$ cat src/rtl/gpms_pkg.sv
// Package with the types, codes and constants of the go-to-point motion sequencer.
package gpms_pkg;

  // Configuration register reset values.
  localparam logic [15:0] StopDistanceRst    = 16'd300;
  localparam logic [15:0] RestartDistanceRst = 16'd400;
  localparam logic [15:0] WaitTimeMsRst      = 16'd3000;

  typedef enum logic [1:0] {
    CFG_STOP_DISTANCE    = 2'd0,
    CFG_RESTART_DISTANCE = 2'd1,
    CFG_WAIT_TIME_MS     = 2'd2
  } cfg_idx_e;

  typedef enum logic [1:0] {
    OP_INIT = 2'd0,
    OP_LOOK = 2'd1,
    OP_MOVE = 2'd2,
    OP_TURN = 2'd3
  } outer_phase_e;

  typedef enum logic [2:0] {
    MP_INIT  = 3'd0,
    MP_FIRST = 3'd1,
    MP_MOVE  = 3'd2,
    MP_STOP  = 3'd3,
    MP_WAIT  = 3'd4
  } move_phase_e;

  typedef enum logic [1:0] {
    LOOK_NONE     = 2'd0,
    LOOK_FORWARD  = 2'd1,
    LOOK_BACKWARD = 2'd2
  } look_e;

  typedef enum logic [1:0] {
    BRAKE_NONE    = 2'd0,
    BRAKE_ENGAGE  = 2'd1,
    BRAKE_RELEASE = 2'd2
  } brake_e;

  typedef enum logic [1:0] {
    STATUS_RUNNING = 2'd0,
    STATUS_SUCCESS = 2'd1,
    STATUS_FAILED  = 2'd2
  } status_e;

  typedef struct packed {
    logic [15:0] stop_distance;
    logic [15:0] restart_distance;
    logic [15:0] wait_time_ms;
  } cfg_t;

  typedef struct packed {
    logic [15:0]        obstacle_distance;
    logic [31:0]        now_ms;
    logic               angular_settled;
    logic               linear_settled;
    logic               braking_nonzero;
    logic signed [15:0] target_x;
    logic signed [15:0] target_y;
    logic signed [15:0] target_heading;
    logic               move_backward;
    logic               turn_side;
    logic               final_turn;
  } req_t;

  typedef struct packed {
    logic [1:0]         look_cmd;
    logic               linear_cmd;
    logic signed [15:0] cmd_x;
    logic signed [15:0] cmd_y;
    logic               angular_cmd;
    logic signed [15:0] cmd_heading;
    logic               cmd_side;
    logic               stop_cmd;
    logic [1:0]         brake_cmd;
    logic               enable_cmd;
    logic [1:0]         status;
  } rsp_t;

endpackage

$ cat src/rtl/gpms_cfg_regs.sv
// Configuration register file of the go-to-point motion sequencer.
module gpms_cfg_regs (
  input  logic              clk_i,
  input  logic              rst_ni,
  input  logic              cfg_we_i,
  input  logic [1:0]        cfg_idx_i,
  input  logic [15:0]       cfg_wdata_i,
  output gpms_pkg::cfg_t    cfg_o
);

  gpms_pkg::cfg_t cfg_q, cfg_d;

  always_comb begin
    cfg_d = cfg_q;
    if (cfg_we_i) begin
      unique case (cfg_idx_i)
        gpms_pkg::CFG_STOP_DISTANCE:    cfg_d.stop_distance    = cfg_wdata_i;
        gpms_pkg::CFG_RESTART_DISTANCE: cfg_d.restart_distance = cfg_wdata_i;
        gpms_pkg::CFG_WAIT_TIME_MS:     cfg_d.wait_time_ms     = cfg_wdata_i;
        default: ;
      endcase
    end
  end

  always_ff @(posedge clk_i or negedge rst_ni) begin
    if (!rst_ni) begin
      cfg_q.stop_distance    <= gpms_pkg::StopDistanceRst;
      cfg_q.restart_distance <= gpms_pkg::RestartDistanceRst;
      cfg_q.wait_time_ms     <= gpms_pkg::WaitTimeMsRst;
    end else begin
      cfg_q <= cfg_d;
    end
  end

  assign cfg_o = cfg_q;

endmodule

$ cat src/rtl/gpms_step.sv
// Sequencer state and the per-request step logic of the go-to-point motion sequencer.
module gpms_step (
  input  logic           clk_i,
  input  logic           rst_ni,
  input  logic           step_i,
  input  gpms_pkg::cfg_t cfg_i,
  input  gpms_pkg::req_t req_i,
  output gpms_pkg::rsp_t rsp_o
);

  gpms_pkg::outer_phase_e outer_q, outer_d;
  logic                   entry_q, entry_d;
  gpms_pkg::move_phase_e  move_q, move_d;
  logic signed [15:0]     lx_q, lx_d, ly_q, ly_d;
  logic [31:0]            deadline_q, deadline_d;

  logic        blocked;
  logic        move_ok;
  logic        move_fail;
  logic [31:0] new_deadline;

  assign blocked      = req_i.obstacle_distance < cfg_i.stop_distance;
  assign new_deadline = req_i.now_ms + {16'd0, cfg_i.wait_time_ms};

  always_comb begin
    rsp_o      = '0;
    outer_d    = outer_q;
    move_d     = move_q;
    lx_d       = lx_q;
    ly_d       = ly_q;
    deadline_d = deadline_q;
    move_ok    = 1'b0;
    move_fail  = 1'b0;

    unique case (outer_q)
      gpms_pkg::OP_INIT: begin
        outer_d = gpms_pkg::OP_LOOK;
      end
      gpms_pkg::OP_LOOK: begin
        if (entry_q) begin
          rsp_o.look_cmd = req_i.move_backward ? gpms_pkg::LOOK_BACKWARD
                                               : gpms_pkg::LOOK_FORWARD;
          rsp_o.cmd_x    = req_i.target_x;
          rsp_o.cmd_y    = req_i.target_y;
        end
        if (req_i.angular_settled) begin
          outer_d = gpms_pkg::OP_MOVE;
        end
      end
      gpms_pkg::OP_MOVE: begin
        unique case (move_q)
          gpms_pkg::MP_INIT: begin
            // The target is latched here and sent out in the same cycle.
            lx_d             = req_i.target_x;
            ly_d             = req_i.target_y;
            rsp_o.linear_cmd = 1'b1;
            rsp_o.cmd_x      = req_i.target_x;
            rsp_o.cmd_y      = req_i.target_y;
            move_d           = gpms_pkg::MP_FIRST;
          end
          gpms_pkg::MP_FIRST: begin
            if (req_i.braking_nonzero) begin
              if (blocked) begin
                deadline_d = new_deadline;
                move_d     = gpms_pkg::MP_WAIT;
              end else begin
                rsp_o.linear_cmd = 1'b1;
                rsp_o.cmd_x      = lx_q;
                rsp_o.cmd_y      = ly_q;
                move_d           = gpms_pkg::MP_MOVE;
              end
            end
          end
          gpms_pkg::MP_MOVE: begin
            // An obstacle wins over arrival.
            if (blocked) begin
              rsp_o.stop_cmd  = 1'b1;
              rsp_o.brake_cmd = gpms_pkg::BRAKE_ENGAGE;
              move_d          = gpms_pkg::MP_STOP;
            end else if (req_i.linear_settled) begin
              move_d  = gpms_pkg::MP_INIT;
              move_ok = 1'b1;
            end
          end
          gpms_pkg::MP_STOP: begin
            if (!req_i.braking_nonzero) begin
              deadline_d = new_deadline;
              move_d     = gpms_pkg::MP_WAIT;
            end
          end
          gpms_pkg::MP_WAIT: begin
            // Clearance wins over an expired deadline; both resume the motors.
            if (req_i.obstacle_distance > cfg_i.restart_distance) begin
              rsp_o.brake_cmd  = gpms_pkg::BRAKE_RELEASE;
              rsp_o.enable_cmd = 1'b1;
              rsp_o.linear_cmd = 1'b1;
              rsp_o.cmd_x      = lx_q;
              rsp_o.cmd_y      = ly_q;
              move_d           = gpms_pkg::MP_MOVE;
            end else if (deadline_q < req_i.now_ms) begin
              rsp_o.brake_cmd  = gpms_pkg::BRAKE_RELEASE;
              rsp_o.enable_cmd = 1'b1;
              rsp_o.linear_cmd = 1'b1;
              rsp_o.cmd_x      = lx_q;
              rsp_o.cmd_y      = ly_q;
              move_d           = gpms_pkg::MP_INIT;
              move_fail        = 1'b1;
            end
          end
          default: begin
            move_d = gpms_pkg::MP_INIT;
          end
        endcase

        if (move_ok) begin
          if (req_i.final_turn) begin
            outer_d = gpms_pkg::OP_TURN;
          end else begin
            outer_d      = gpms_pkg::OP_INIT;
            rsp_o.status = gpms_pkg::STATUS_SUCCESS;
          end
        end else if (move_fail) begin
          outer_d      = gpms_pkg::OP_INIT;
          rsp_o.status = gpms_pkg::STATUS_FAILED;
        end
      end
      gpms_pkg::OP_TURN: begin
        if (entry_q) begin
          rsp_o.angular_cmd = 1'b1;
          rsp_o.cmd_heading = req_i.target_heading;
          rsp_o.cmd_side    = req_i.turn_side;
        end
        if (req_i.angular_settled) begin
          outer_d      = gpms_pkg::OP_INIT;
          rsp_o.status = gpms_pkg::STATUS_SUCCESS;
        end
      end
      default: begin
        outer_d = gpms_pkg::OP_INIT;
      end
    endcase

    entry_d = (outer_d != outer_q);
  end

  always_ff @(posedge clk_i or negedge rst_ni) begin
    if (!rst_ni) begin
      outer_q    <= gpms_pkg::OP_INIT;
      entry_q    <= 1'b1;
      move_q     <= gpms_pkg::MP_INIT;
      lx_q       <= '0;
      ly_q       <= '0;
      deadline_q <= '0;
    end else if (step_i) begin
      outer_q    <= outer_d;
      entry_q    <= entry_d;
      move_q     <= move_d;
      lx_q       <= lx_d;
      ly_q       <= ly_d;
      deadline_q <= deadline_d;
    end
  end

endmodule

$ cat src/rtl/goto_point_motion_sequencer.sv
// Top level of the go-to-point motion sequencer: request and result registers around the step logic.
// An accepted request waits in the request register; its result then waits in the result register.
// Throughput: one request per cycle while out_ready_i stays high; the step logic between the request
// and result registers advances once per request, so back-to-back requests flow without gaps.
// Reset (rst_ni low, asynchronous) empties both registers, sets the configuration to
// stop 300, restart 400, wait 3000 ms, and puts the sequencer in its init phase.
module goto_point_motion_sequencer (
  input  logic           clk_i,
  input  logic           rst_ni,
  // Request channel.
  input  logic           in_valid_i,
  output logic           in_ready_o,
  input  gpms_pkg::req_t in_req_i,
  // Result channel.
  output logic           out_valid_o,
  input  logic           out_ready_i,
  output gpms_pkg::rsp_t out_rsp_o,
  // Configuration write port.
  input  logic           cfg_we_i,
  input  logic [1:0]     cfg_idx_i,
  input  logic [15:0]    cfg_wdata_i
);

  gpms_pkg::cfg_t cfg;
  gpms_pkg::rsp_t step_rsp;

  logic           req_valid_q, req_valid_d;
  gpms_pkg::req_t req_q;
  logic           rsp_valid_q, rsp_valid_d;
  gpms_pkg::rsp_t rsp_q;
  logic           advance;

  // The held request moves on whenever the result register is empty or is being
  // drained this cycle. The request register refills in the same cycle, but a stalled
  // result blocks the next request whenever the request register is still full.
  assign advance     = req_valid_q && (!rsp_valid_q || out_ready_i);
  assign in_ready_o  = !req_valid_q || advance;

  assign req_valid_d = (in_valid_i && in_ready_o) || (req_valid_q && !advance);
  assign rsp_valid_d = advance || (rsp_valid_q && !out_ready_i);

  gpms_cfg_regs u_cfg (
    .clk_i       (clk_i),
    .rst_ni      (rst_ni),
    .cfg_we_i    (cfg_we_i),
    .cfg_idx_i   (cfg_idx_i),
    .cfg_wdata_i (cfg_wdata_i),
    .cfg_o       (cfg)
  );

  // The sequencer state only moves when a request is actually processed.
  gpms_step u_step (
    .clk_i  (clk_i),
    .rst_ni (rst_ni),
    .step_i (advance),
    .cfg_i  (cfg),
    .req_i  (req_q),
    .rsp_o  (step_rsp)
  );

  always_ff @(posedge clk_i or negedge rst_ni) begin
    if (!rst_ni) begin
      req_valid_q <= 1'b0;
      rsp_valid_q <= 1'b0;
    end else begin
      req_valid_q <= req_valid_d;
      rsp_valid_q <= rsp_valid_d;
    end
  end

  // Payload registers need no reset.
  always_ff @(posedge clk_i) begin
    if (in_valid_i && in_ready_o) begin
      req_q <= in_req_i;
    end
    if (advance) begin
      rsp_q <= step_rsp;
    end
  end

  assign out_valid_o = rsp_valid_q;
  assign out_rsp_o   = rsp_q;

endmodule

$ cat config.mk
export PLATFORM = sky130hd
export DESIGN_NAME = goto_point_motion_sequencer
export DESIGN_NICKNAME = d
export VERILOG_FILES = /design/src/rtl/gpms_pkg.sv /design/src/rtl/gpms_cfg_regs.sv /design/src/rtl/gpms_step.sv /design/src/rtl/goto_point_motion_sequencer.sv
export SDC_FILE = /design/constraint.sdc
export NUM_CORES = 1
export LEC_CHECK = 0
export BUFFER_PORTS_ARGS = -buffer_cell sky130_fd_sc_hd__buf_4
export CORE_MARGIN = 5
export CORE_UTILIZATION = 45
export CTS_BUF_LIST = sky130_fd_sc_hd__clkbuf_4
export DETAILED_ROUTE_END_ITERATION = 10
export PLACE_DENSITY = 0.73
export SLEW_MARGIN = 20
export SYNTH_ARGS = -nofsm -noshare
export SYNTH_HDL_FRONTEND = slang
export SYNTH_HIERARCHICAL = 1
export SYNTH_SLANG_ARGS = --single-unit
$ cat constraint.sdc
create_clock -name clk_i -period 5.9 [get_ports clk_i]
set_input_delay 0.885 -clock clk_i [delete_from_list [all_inputs] [get_ports clk_i]]
set_output_delay 0.885 -clock clk_i [all_outputs]
set_load 0.01 [all_outputs]
==> summary.txt, run 1 <==
Placer Congestion - 0.825
Hold/Removal Path Class - input port to async pin
WL final - 26.8 mm
Pre-antenna DRT Iters - 5
Reg2Reg Depth - 11
Global-route usage over all layers - 0.169
Setup slack, reg-to-reg - 2540 ps
Critical path's slowest cell - a2111oi_0
VDD IR-drop max - 0.155 mV
Max_cap viols - 0
Die footprint - 31600 um^2
Total power - 5.67 mW
I/O Buffers - 185
Fill count - 2323
Chip Height - 178 um
Post-CTS resize count - 0
FF+latch count, synth - 281
Non-Filler Instances - 1616
Site Rows - 61
Vias - 8148
Hold Slack - 365 ps
Worst-path fanout max - 32
Post-synth top area share - 0.382
Worst path max stage delay - 620 ps
Number of remaining DRC errors - 0
PwrDens - 365 nW/um^2
Syn Nets - 1140
Antenna violations before repair - 1
CP required - 6410 ps
Final Critical Period - 3360 ps
Die width - 178 um
Clock latency on the worst-skew pair - 660 ps
CTS max path bufs - 3
Yosys top cell by area - edfxtp_1
Effective utilization at floorplan - 0.456
R2r startpoint - u_cfg/cfg_o[23]$_DFFE_PN1P_
DP Wirelength - 18.7 mm
Routed wire per std cell - 16.6 um
Final Skew - 30.1 ps
Core area - 27800 um^2
Share of cells above drive strength 1 - 0.348
Number of global-route vias before repair - 8473
Worst-Margin Slew - 940 ps
Reg clk slew, reported paths - 60 ps
Post-CTS Hold Buffers - 0
CTS tree - built
RSZ-0062 raised after global routing - false
Multi-input gate area in the final layout - 4390 um^2
H-Tree Depth - 3
Initial DRC Count - 330
I/O pins - 186
Nets - 1383
Worst setup SP type - flop
Pin count of the biggest net entering global routing - 72
Crit share post-route - 0.569
Worst r2r dst - out_rsp_o[33]$_DFFE_PP_
Worst EP arrival - 3860 ps
Num CTS Buffers - 75
Setup Buffers After CTS - 0
Post-placement cell count - 1476
Number of nets with antenna violations after routing - 0
Vias/cell - 5.04
FFs w/ async S/R, synth - 0.427
CP cell instances - inv_1 > ha_1 > nand4_1 > a2111oi_0 > nor2_1 > o211ai_1 > a21oi_1 > o31ai_1 > and3_1 > buf_4 > a22o_1
CP Class - flop to flop
Ys flop type - edfxtp_1
YS warnings - 6
Netlist cell types - 61
Post-synth EDFFs - 161
Slew Viols, Final - 0
Gr ovfl total - 0
Achievable Freq - 298 MHz
Mapped cell area - 12700 um^2
Number of setup violations in the final report - 0
Post-Route Setup TNS - 0 ps
Max-slew headroom - 0.373
Post-Synthesis Cells - 932
Register area - 7860 um^2
Pleak - 6.97 nW
First-pass GRT wire length - 42.2 mm
CTS Sinks - 281
Avg Inst Size Synth - 13.6 um^2
Crit end category - flop
Largest cells by area after synthesis - edfxtp_1 (38%), dfrtp_1 (21%), ha_1 (8.1%)
Clock root cell - clkbuf_4
Register area share after synthesis - 0.621
Fin util - 0.558
Area Overhead vs Synth - 22.5%
Status - completed
Final hold viol count - 0
registers in the layout (all words and copies together) (netlist names):
signal / count
out_rsp_o: 59
out_valid_o: 1
req_q: 102
req_valid_q: 1
u_cfg/cfg_o: 48
u_step/deadline_q: 32
u_step/entry_q: 1
u_step/lx_q: 16
u_step/ly_q: 16
u_step/move_q: 3
u_step/outer_q: 2
cell usage after synthesis, drive strengths merged, types with 7 or more instances:
master,n
a211oi,17
and3,21
dfstp,15
nand3,15
nor3,9
o31ai,7
clkbuf,18
a21oi,31
nand2,54
nor2,31
mux2,83
edfxtp,161
o21ai,42
xnor2,19
buf,8
dfrtp,105
a21o,15
inv,76
a22o,32
nand4,9
ha,82
xor2,7
where the power goes:
group / switching [mW] / internal [mW]
sequential: 0.194 / 2.44
combinational: 0.633 / 0.570
clock: 0.782 / 1.04
total: 1.61 / 4.06
worst max path at each step:
stage	start	endpoint	slack [ps]	cells past startpoint
floorplan	out_ready_i	u_step/deadline_q[9]$_DFFE_PN0P_	1760	7
global placement	u_cfg/cfg_o[23]$_DFFE_PN1P_	out_rsp_o[50]$_DFFE_PP_	2640	11
detailed placement	req_q[87]$_DFFE_PP_	out_rsp_o[48]$_DFFE_PP_	2550	11
CTS	req_q[87]$_DFFE_PP_	out_rsp_o[54]$_DFFE_PP_	2500	11
global route	u_cfg/cfg_o[23]$_DFFE_PN1P_	out_rsp_o[55]$_DFFE_PP_	2360	11
finish	u_cfg/cfg_o[23]$_DFFE_PN1P_	out_rsp_o[33]$_DFFE_PP_	2540	11
placed cells by master (no fill, tap or decap), types with 30 or more instances in the layout:
| cell | instances |
|---|---|
| a21oi_1 | 30 |
| a22o_1 | 32 |
| buf_4 | 192 |
| clkbuf_4 | 118 |
| dfrtp_1 | 105 |
| edfxtp_1 | 161 |
| ha_1 | 82 |
| inv_1 | 76 |
| mux2_2 | 83 |
| nand2_1 | 53 |
| nor2_1 | 31 |
| o21ai_0 | 41 |
logic make-up after synthesis:
family | Yosys count | share of synthesized area
flip-flops | 281 | 0.621
AO/OA/AOI/OAI | 183 | 0.100
AND/OR/NAND/NOR | 174 | 0.0720
buffers and inverters | 102 | 0.0328
multiplexers | 83 | 0.0738
adder cells (fa/ha/maj) | 83 | 0.0826
XOR/XNOR | 26 | 0.0180
routing by layer:
| layer | part of all wire | up-vias | routed length [um] | global-route usage |
|---|---|---|---|---|
| met1 | 0.43 | 3930 | 11700 | 0.213 |
| met3 | 0.042 | 42 | 1140 | 0.0349 |
| met5 | 0 | - | 0 | 0 |
| met4 | 0.021 | 0 | 570 | 0.0674 |
| li1 | - | 3988 | - | - |
| met2 | 0.50 | 188 | 13500 | 0.285 |
through the flow:
stage               setup slack (ps)  area (um^2)
floorplan                       1760        12700
global placement                2640        14400
detailed placement              2550        14400
CTS                             2500        15500
global route                    2360        15500
finish                          2540        15500
worst max-delay path, delay by kind of cell (launching register included):
kind	cells	cell delay (ps)
AOI/OAI and AO/OA	5	1560
DFF	1	530
and+or+nand+nor	3	400
buffers and inverters	2	400
adders and majority gates	1	310
layout make-up:
type,instances,area share
diodes,2,0.000323
clock buffers,118,0.0571
clock inverters,20,0.0108
inverters,76,0.0184
multi-input cells,549,0.283
flip-flops and latches,281,0.507
well taps,378,0.0305
repair buffers,192,0.0930
Power figures use the tool's default switching activity.
==> run 2: changes to the inputs <==
Clock period 5.9 ns to 3.17 ns, I/O delays scaled along.
==> summary.txt, run 2 (synthesis gave the netlist of run 1 again) <==
Finished Cell Area - 16600 um^2
Final hold viol count - 0
Reg clk slew, reported paths - 70 ps
DP Wirelength - 19.1 mm
Pre-antenna DRT Iters - 5
Nets - 1494
Worst-Margin Slew - 886 ps
Chip Height - 178 um
Commonest cells after routing, fill and taps aside - buf_4 (197), edfxtp_1 (161), clkbuf_4 (109)
Area Overhead vs Synth - 31.2%
VDD IR-drop max - 0.354 mV
Most flop-heavy register - req_q
Share of cells above drive strength 1 - 0.322
Routed wire per std cell - 16.6 um
Initial DRC Count - 431
Vias - 8671
Clock latency on the worst-skew pair - 670 ps
PwrDens - 634 nW/um^2
Fill count - 2216
Worst Hold Depth - 2
Final Critical Period - 3060 ps
I/O Buffers - 185
H-Tree Depth - 3
Status - completed
Num CTS Buffers - 73
CTS Sinks - 281
Core area - 27800 um^2
Worst hold path endpoint - u_cfg/cfg_o[2]$_DFFE_PN0P_
Worst setup SP type - flop
Commonest non-fill, non-tap cell in the layout - buf_4
Dpl cell area - 14600 um^2
Global-route usage over all layers - 0.183
Die width - 178 um
Hold path startpoint - cfg_wdata_i[2]
Slew Viols, Final - 0
Vias/cell - 5.03
Number of remaining DRC errors - 0
Antenna violations before repair - 1
Setup Buffers After CTS - 0
Number of setup violations in the final report - 0
Crit end category - flop
Max_cap viols - 0
CP Class - flop to flop
Placer Congestion - 0.887
WL final - 28.7 mm
Worst r2r dst - u_step/outer_q[1]$_DFFE_PN0P_
CTS tree - built
Critical path's slowest cell - or4_1
Clock root cell - clkbuf_4
Worst-path fanout max - 5
Setup slack, reg-to-reg - 110 ps
Pleak - 7.44 nW
Crit share post-route - 0.964
Max reg flops - 102
Gr ovfl total - 0
Site Rows - 61
Number of nets with antenna violations after routing - 0
Pin count of the biggest net entering global routing - 62
Worst EP arrival - 3580 ps
CP cell instances - inv_1 > ha_1 > nand4_1 > or4_1 > a21oi_2 > o221ai_4 > or4b_4 > o211ai_2 > nand2_2 > a221o_1
Max-slew headroom - 0.409
Hold/Removal Path Class - input port to flop
Reg2Reg Depth - 10
Worst path max stage delay - 550 ps
CTS max path bufs - 3
Die footprint - 31600 um^2
Fin util - 0.598
CP required - 3700 ps
I/O pins - 186
First-pass GRT wire length - 45.8 mm
Number of global-route vias before repair - 9094
Final Skew - 57.2 ps
Effective utilization at floorplan - 0.456
Achievable Freq - 327 MHz
Critical path startpoint - u_cfg/cfg_o[37]$_DFFE_PN1P_
R2r startpoint - u_cfg/cfg_o[37]$_DFFE_PN1P_
run 2: changes by cell type in the layout (fill, tap and decap cells not counted), sizes merged:
cell / change
buf: +9
bufinv: -1
clkbuf: -9
clkinv: +5
clkinvlp: -1
diode: -1
dlygate4sd3: +104
inv: +3
run 2: power by group:
part	total [mW]	internal (mW)	switching (mW)
Sequential	4.91	4.55	0.369
Combinational	2.40	1.18	1.22
Clock	3.22	1.75	1.46
run 2: critical path, delay by kind of cell, from the launching register on:
kind / cells / cell delay, ps
compound gates: 4 / 830
flops: 1 / 530
fa+ha+maj: 1 / 290
simple gates: 4 / 1250
buf+inv: 1 / 40
run 2: area by class of cell:
cell class / count / area (um^2) / area share
Antenna cell: 1 / 2.50 / 0.000151
Tap cell: 378 / 473 / 0.0285
Timing Repair Buffer: 305 / 2600 / 0.156
Clock inverter: 26 / 166 / 0.0100
Sequential cell: 281 / 7860 / 0.473
Inverter: 76 / 285 / 0.0172
Clock buffer: 109 / 818 / 0.0493
Multi-Input combinational cell: 549 / 4410 / 0.266
run 2: timing repair:
item                                   CTS  global route
gates resized for setup                  0             3
hold buffers                           104             0
setup endpoints to repair                0            22
endpoints found under the hold margin  134             0
run 2: per-layer routing:
layer	global-route usage	part of all wire	up-vias
li1	-	-	4215
met3	0.0394	0.049	33
met4	0.0548	0.016	0
met2	0.328	0.52	242
met1	0.223	0.42	4181
met5	0	0	-
run 2: metrics by stage:
step                      hold slack, ps  setup WS (ps)  instances  setup TNS (ps)  power, mW
after CTS                           1.98           99.9       1724               0       10.6
after detailed placement             475            116       1485               0       7.26
final                               78.1            114       1725               0       10.5
after global routing                10.4         -0.346       1725          -0.346       11.2
after floorplan                      180            186        932               0       6.43
after global placement               464            185       1485               0       7.17
run 2: worst max path at each step:
stage	end
after floorplan	u_step/deadline_q[9]$_DFFE_PN0P_
final	u_step/outer_q[1]$_DFFE_PN0P_
after CTS	u_step/entry_q$_DFFE_PN1P_
after global routing	u_step/entry_q$_DFFE_PN1P_
after global placement	out_rsp_o[35]$_DFFE_PP_
after detailed placement	u_step/entry_q$_DFFE_PN1P_
==> run 3: changes to the inputs <==
Settings changed: CORE_UTILIZATION 45 to 33, PLACE_DENSITY 0.73 to 0.59.
==> summary.txt, run 3 (synthesis gave the netlist of run 1 again) <==
Site Rows - 71
Max-slew headroom - 0.441
Reg2Reg Depth - 13
Status - completed
Max reg flops - 102
Initial DRC Count - 312
NetSw - 3.14 mW
Pleak - 7.59 nW
Effective utilization at floorplan - 0.335
Clock root cell - clkbuf_4
Post-Route Setup TNS - 0 ps
Nets - 1524
Chip Height - 206 um
Critical path's slowest cell - a2111oi_2
Number of setup violations in the final report - 0
Slew Viols, Final - 0
First-pass GRT wire length - 47.4 mm
WL final - 30.4 mm
Worst path max stage delay - 360 ps
Area Overhead vs Synth - 35.2%
Commonest non-fill, non-tap cell in the layout - buf_4
Die footprint - 42400 um^2
I/O pins - 186
Global-route usage over all layers - 0.143
Placer Congestion - 0.778
Pre-antenna DRT Iters - 4
Vias - 8742
Pin count of the biggest net entering global routing - 62
Crit share post-route - 0.940
CTS max path bufs - 3
Hold/Removal Path Class - input port to async pin
Gr ovfl total - 0
CTS tree - built
Most flop-heavy register - req_q
CP cell instances - inv_1 > ha_1 > a211oi_2 > o21ai_1 > a2111oi_2 > buf_4 > o21ai_0 > a31oi_1 > a21oi_2 > o31ai_2 > and3_4 > buf_12 > a22o_1
I/O Buffers - 185
Final hold viol count - 0
DP Wirelength - 20.4 mm
Num CTS Buffers - 78
CP required - 3730 ps
Non-Filler Instances - 1894
Achievable Freq - 336 MHz
Routed wire per std cell - 16.1 um
PwrDens - 629 nW/um^2
RSZ-0062 raised after global routing - false
Worst-path fanout max - 16
Setup slack, reg-to-reg - 190 ps
Antenna violations before repair - 2
Worst-Margin Slew - 839 ps
Worst setup SP type - flop
CP Class - flop to flop
Switching portion of total power - 0.292
Core area - 37800 um^2
Share of cells above drive strength 1 - 0.332
Crit end category - flop
Final Skew - 63.6 ps
Worst EP arrival - 3540 ps
Clk pwr share - 0.315
Number of global-route vias before repair - 9213
Combinational cell fraction of total power - 0.228
Reg clk slew, reported paths - 70 ps
H-Tree Depth - 3
CTS Sinks - 281
Die width - 206 um
Number of remaining DRC errors - 0
Clock latency on the worst-skew pair - 730 ps
Final setup margin - 190 ps
Vias/cell - 4.62
Commonest cells after routing, fill and taps aside - buf_4 (204), edfxtp_1 (161), clkbuf_4 (124)
Post-placement cell count - 1623
P_int - 7.62 mW
VDD IR-drop max - 0.287 mV
Number of nets with antenna violations after routing - 0
Final Critical Period - 2980 ps
Max_cap viols - 0
Post-place setup slack - 66.5 ps
Reg power frac - 0.457
## run 3: cell count changes in the layout (fill, tap and decap cells not counted), sizes merged
cell         previous run  this run
bufinv                  2         1
diode                   1         2
clkbuf                109       124
clkinvlp                2         1
buf                   201       208
clkinv                 19        16
dlygate4sd3           104       122
## run 3: repair_timing
action,CTS,global route
buffers inserted,1,0
gates resized for setup,8,6
hold buffers,122,0
pin swaps,4,4
hold endpoints to repair,178,0
gates cloned,1,0
setup endpoints to repair,5,43
## run 3: stage by stage
| stage | power, mW | util | area, um^2 | hold WS (ps) |
|---|---|---|---|---|
| floorplan | 6.43 | - | 12700 | 180 |
| global placement | 7.24 | 0.391 | 14800 | 452 |
| detailed placement | 7.30 | 0.391 | 14800 | 450 |
| CTS | 10.9 | 0.452 | 17100 | 157 |
| global route | 11.5 | 0.453 | 17100 | 224 |
| finish | 10.8 | 0.453 | 17100 | 250 |
## run 3: power groups by stage
stage                     sequential, mW  combinational, mW  clock, mW
final                               4.92               2.45       3.39
after global placement              4.97               2.27          0
after global routing                4.99               2.76       3.76
after CTS                           4.92               2.46       3.56
after detailed placement            4.99               2.31          0
after floorplan                     4.88               1.55          0
## run 3: layout make-up
cell class	count	area, um^2
timing repair buffer	330	2840
antenna	2	5.00
clock buffer	124	931
inverter	76	285
multi-input combinational	549	4450
fill	3428	20600
sequential	281	7860
clock inverter	21	114
tap	511	639
## run 3: worst paths after layout
check	startpoint	endpoint
worst max register to register	req_q[56]$_DFFE_PP_	out_rsp_o[47]$_DFFE_PP_
worst min-delay path	rst_ni	u_step/lx_q[4]$_DFFE_PN0P_
worst max-delay path	req_q[56]$_DFFE_PP_	out_rsp_o[47]$_DFFE_PP_
worst min register to register	u_step/deadline_q[15]$_DFFE_PN0P_	u_step/deadline_q[15]$_DFFE_PN0P_
max in group asynchronous	rst_ni	u_cfg/cfg_o[4]$_DFFE_PN1P_
min in group clk_i	cfg_idx_i[0]	u_cfg/cfg_o[41]$_DFFE_PN0P_
## run 3: critical path, delay by kind of cell, from the launching register on
family          cells  cell delay [ps]
fa+ha+maj           1              320
compound gates      8             1470
buf+inv             3              380
flops               1              350
simple gates        1              280
## run 3: layer usage
metal / vias to the layer above / global-route usage / wire length [um]
met5: - / 0 / 0
met4: 0 / 0.0575 / 652
met3: 43 / 0.0337 / 1620
met2: 228 / 0.239 / 14900
met1: 4187 / 0.179 / 13300
li1: 4284 / - / -
